### src/rtl/tslt_pkg.sv
// Shared types and constants for the trailing stop level tracker.
// No dependencies; used by every file of the block.
package tslt_pkg;

  localparam int NUM_ASSETS = 256;
  localparam int SLOT_W     = $clog2(NUM_ASSETS);
  localparam int IDX_W      = 8;
  localparam int PRICE_W    = 32;
  localparam int GAP_W      = 16;
  localparam int PROD_W     = PRICE_W + GAP_W + 1;

  localparam logic [GAP_W-1:0] GAP_RESET = 16'd6554;
  localparam logic [GAP_W:0]   ONE_Q16   = 17'h1_0000;

  typedef struct packed {
    logic [IDX_W-1:0]   asset_index;
    logic [PRICE_W-1:0] price;
    logic               first_sample;
  } in_item_t;

  typedef struct packed {
    logic [IDX_W-1:0]   out_asset_index;
    logic [PRICE_W-1:0] reference_level;
    logic               sold_flag;
  } out_item_t;

  // price*(1-gap) and price*(1+gap), the latter saturated
  typedef struct packed {
    logic [PRICE_W-1:0] low;
    logic [PRICE_W-1:0] high;
  } band_t;

endpackage

### src/rtl/tslt_band.sv
// Registered band multipliers: price*(1-gap) and saturated price*(1+gap).
// Depends on tslt_pkg.
module tslt_band (
  input  logic                          clk,
  input  logic                          en,
  input  logic [tslt_pkg::PRICE_W-1:0]  price,
  input  logic [tslt_pkg::GAP_W-1:0]    gap,
  output tslt_pkg::band_t               band
);

  logic [tslt_pkg::GAP_W:0]         lo_mul;
  logic [tslt_pkg::GAP_W:0]         hi_mul;
  logic [tslt_pkg::PROD_W-1:0]      lo_prod;
  logic [tslt_pkg::PROD_W-1:0]      hi_prod;
  logic [tslt_pkg::PRICE_W-1:0]     low_r;
  logic [tslt_pkg::PRICE_W:0]       high_r;

  assign lo_mul  = tslt_pkg::ONE_Q16 - {1'b0, gap};
  assign hi_mul  = tslt_pkg::ONE_Q16 + {1'b0, gap};
  assign lo_prod = tslt_pkg::PROD_W'(price) * tslt_pkg::PROD_W'(lo_mul);
  assign hi_prod = tslt_pkg::PROD_W'(price) * tslt_pkg::PROD_W'(hi_mul);

  always_ff @(posedge clk) begin
    if (en) begin
      low_r  <= lo_prod[tslt_pkg::GAP_W +: tslt_pkg::PRICE_W];
      high_r <= hi_prod[tslt_pkg::GAP_W +: (tslt_pkg::PRICE_W + 1)];
    end
  end

  assign band.low  = low_r;
  assign band.high = high_r[tslt_pkg::PRICE_W] ? '1 : high_r[tslt_pkg::PRICE_W-1:0];

endmodule

### config.mk
export PLATFORM = sky130hd
export DESIGN_NAME = tslt_band
export DESIGN_NICKNAME = d
export VERILOG_FILES = /design/src/rtl/tslt_pkg.sv /design/src/rtl/tslt_band.sv
export SDC_FILE = /design/constraint.sdc
export NUM_CORES = 2
export LEC_CHECK = 0
export BUFFER_PORTS_ARGS = -buffer_cell sky130_fd_sc_hd__buf_2
export CORE_MARGIN = 1.5
export CORE_UTILIZATION = 40
export CTS_CLUSTER_DIAMETER = 60
export DETAILED_ROUTE_END_ITERATION = 10
export REMOVE_ABC_BUFFERS = 1
export SETUP_SLACK_MARGIN = 0.05
export SYNTH_ARGS = -nofsm -noshare
export SYNTH_HDL_FRONTEND = slang
export SYNTH_SLANG_ARGS = --single-unit
### constraint.sdc
create_clock -name clk -period 18.8 [get_ports clk]
set_input_delay 3.76 -clock clk [delete_from_list [all_inputs] [get_ports clk]]
set_output_delay 3.76 -clock clk [all_outputs]
set_load 0.005 [all_outputs]
==> results.tsv <==
stage	metric	value	unit
synth	yosys_warnings	0	
die	io_pins	114	
synth	synthFlopType	edfxtp_1	
synth	syn_area_per_cell	8.793	µm²
cts	postCtsResizedCells	0	
cts	cts-hold-fix-buffers	0	
synth	synthArstFlopShare	0	%
die	dieArea	91300	µm²
route	drt_iter0_drc	1407	
worst_setup_path	critPathKind	in -> reg	
worst_setup_path	cpPeakStageDelay	0.61	ns
die	num_rows	109	
worst_setup_path	cp-start-kind	input pin	
worst_setup_path	cp.arrival	12.24	ns
timing	setup_viol	0	
worst_setup_path	crit_top_cell	fa_1	
timing	fin_crit_sh	64.56	%
synth	synth_common_cells	1102 x inv_1, 893 x fa_1, 739 x nand2_1, 339 x and2_1, 239 x ha_1	
worst_setup_path	crit_required	18.90	ns
grt	overflow	0	
timing	slew_viol_final	0	
outcome	outcome	finished, violations left	
worst_setup_path	slowest_stage	or4_1	
place	placed_cell_area	37460	µm²
finish	drive_gt1_share	5.763	%
timing	slew_headroom	34.16	%
grt	grt_use_total	20.88	%
synth	synth.distinct_cells	56	
synth	yosysMostFrequentCell	inv_1	
place	portBuffers	113	
timing	final_hold_viol_count	0	
grt	grt_max_degree	66	
route	ant_nets	0	
cts	post-cts-setup-buffer-count	0	
place	dpl.hpwl	68540	µm
job	cap_viol_max_count	0	
synth	synth_area_leaders	fa_1 50%, inv_1 12%, ha_1 8.4%	
cts	cts_sinks	65	
worst_setup_path	endpoint	low_r[29]	
cts	cts_buffers	9	
timing	fmax	82.39	MHz
finish	synthToLayoutAreaGrowth	5.554	%
cts	cts_buffer_depth	2	
worst_setup_path	cp.buffers_inverters	6	
grt	antenna_found_initial	0	
route	routed_wirelength	90100	µm
synth	yosysTopAreaCellShare	49.94	%
place	gp_congestion	0.8358	
route	viasPerCell	4.989	
timing	rsz0062_at_grt	false	
finish	num-nets-final	5203	
cts	cts-root-buf	clkbuf_16	
outcome	violations	DRC	
synth	synth_top_cell_by_area	fa_1	
synth	synth_edf_count	65	
worst_setup_path	startpoint	gap[4]	
cts	tritoncts	done	
synth	synthCells	4071	
route	dr.pass1.iters	8	
synth	synth.ff_latch_count	65	
worst_setup_path	crit_fanout	36	
finish	utilization	42.69	%
die	die_x	302.2	µm
route	vias	25900	
finish	stdcell_area	37790	µm²
timing	worstMarginPinSlew	0.9876	ns
die	initial_core_util	40.44	%
route	wl_per_cell	17.35	µm
grt	grt_first_pass_wirelength	149400	µm
grt	grt_pass1_vias	28330	
cts	path_clk_slew	0.06	ns
worst_setup_path	cpLargestDelayFamily	adder cells	
hold_path	hp-class	in -> reg	
synth	syn_area	35800	µm²
timing	fin_crit	12.14	ns
worst_setup_path	worstSetupEndpointType	flop	
die	die_h	302.2	µm
route	drc	10	
timing	whs	4.057	ns
cts	h-tree-depth	3	
timing	tns	0	ns
synth	ys_seq_area_share	5.452	%
worst_setup_path	path_depth	28	
die	core	88510	µm²
==> layout make-up <==
| type | count | area (µm²) |
|---|---|---|
| clock inverters | 6 | 92.59 |
| clock buffers | 10 | 229.0 |
| multi-input cells | 2680 | 28970 |
| inverters | 1102 | 4136 |
| diodes | 1 | 2.502 |
| flip-flops and latches | 65 | 1952 |
| fillers | 8825 | 50720 |
| well taps | 1165 | 1458 |
| repair buffers | 163 | 943.4 |
==> registers in the layout, summed over array words and instances (netlist names) <==
name,flops
high_r,33
low_r,32
==> cells in the final DEF, fill, tap and decap left out, types with 8 or more instances in the layout <==
| master | count |
|---|---|
| a211oi_1 | 8 |
| a21o_1 | 47 |
| a21oi_1 | 69 |
| a31oi_1 | 12 |
| and2_1 | 339 |
| and3_1 | 12 |
| buf_2 | 112 |
| buf_4 | 51 |
| clkbuf_16 | 9 |
| edfxtp_1 | 65 |
| fa_1 | 893 |
| ha_1 | 239 |
| inv_1 | 1102 |
| nand2_1 | 739 |
| nand3_1 | 12 |
| nand4_1 | 16 |
| nor2_1 | 31 |
| nor2b_1 | 10 |
| nor3_1 | 16 |
| o21a_1 | 12 |
| o21ai_0 | 39 |
| or2_2 | 33 |
| xnor2_1 | 43 |
| xnor2_2 | 9 |
| xor2_1 | 25 |
==> worst min-delay path by stage <==
stage          startpoint        end  slack, ns  cells past startpoint
3_5_place_dp    low_r[23]   band[55]       4.16                      1
3_3_place_gp    low_r[23]   band[55]       4.16                      1
4_1_cts                en  high_r[1]       4.09                      1
2_1_floorplan          en  high_r[0]       3.87                      0
5_1_grt                en  high_r[2]       4.11                      1
6_report               en  high_r[2]       4.06                      1
==> cells by family (layout without fill, tap and decap cells) <==
| group | after synthesis | count (layout) | synth area share [%] |
|---|---|---|---|
| buffers and inverters | 1326 | 1281 | 13.91 |
| and+or+nand+nor | 1234 | 1234 | 16.17 |
| adders and majority gates | 1132 | 1132 | 58.29 |
| AOI/OAI and AO/OA | 232 | 232 | 4.177 |
| xor gates and xnor gates | 82 | 82 | 2.006 |
| DFF | 65 | 65 | 5.452 |
| other | 0 | 1 | 0 |
==> routing by layer <==
metal	global-route usage [%]	up-vias	wire [µm]
met2	37.21	710	46130
li1	-	11530	-
met4	6.881	0	2898
met5	0	-	0
met1	26.79	13510	36930
met3	1.681	152	4144
==> stage by stage <==
| stage | setup slack (ns) | instances |
|---|---|---|
| floorplan | 7.203 | 3847 |
| global placement | 6.399 | 5175 |
| detailed placement | 6.380 | 5175 |
| CTS | 6.738 | 5191 |
| global route | 6.110 | 5191 |
| finish | 6.663 | 5192 |
Power is not shown: default switching activity piles up to over one toggle a cycle in this logic, so the estimate is an artifact.
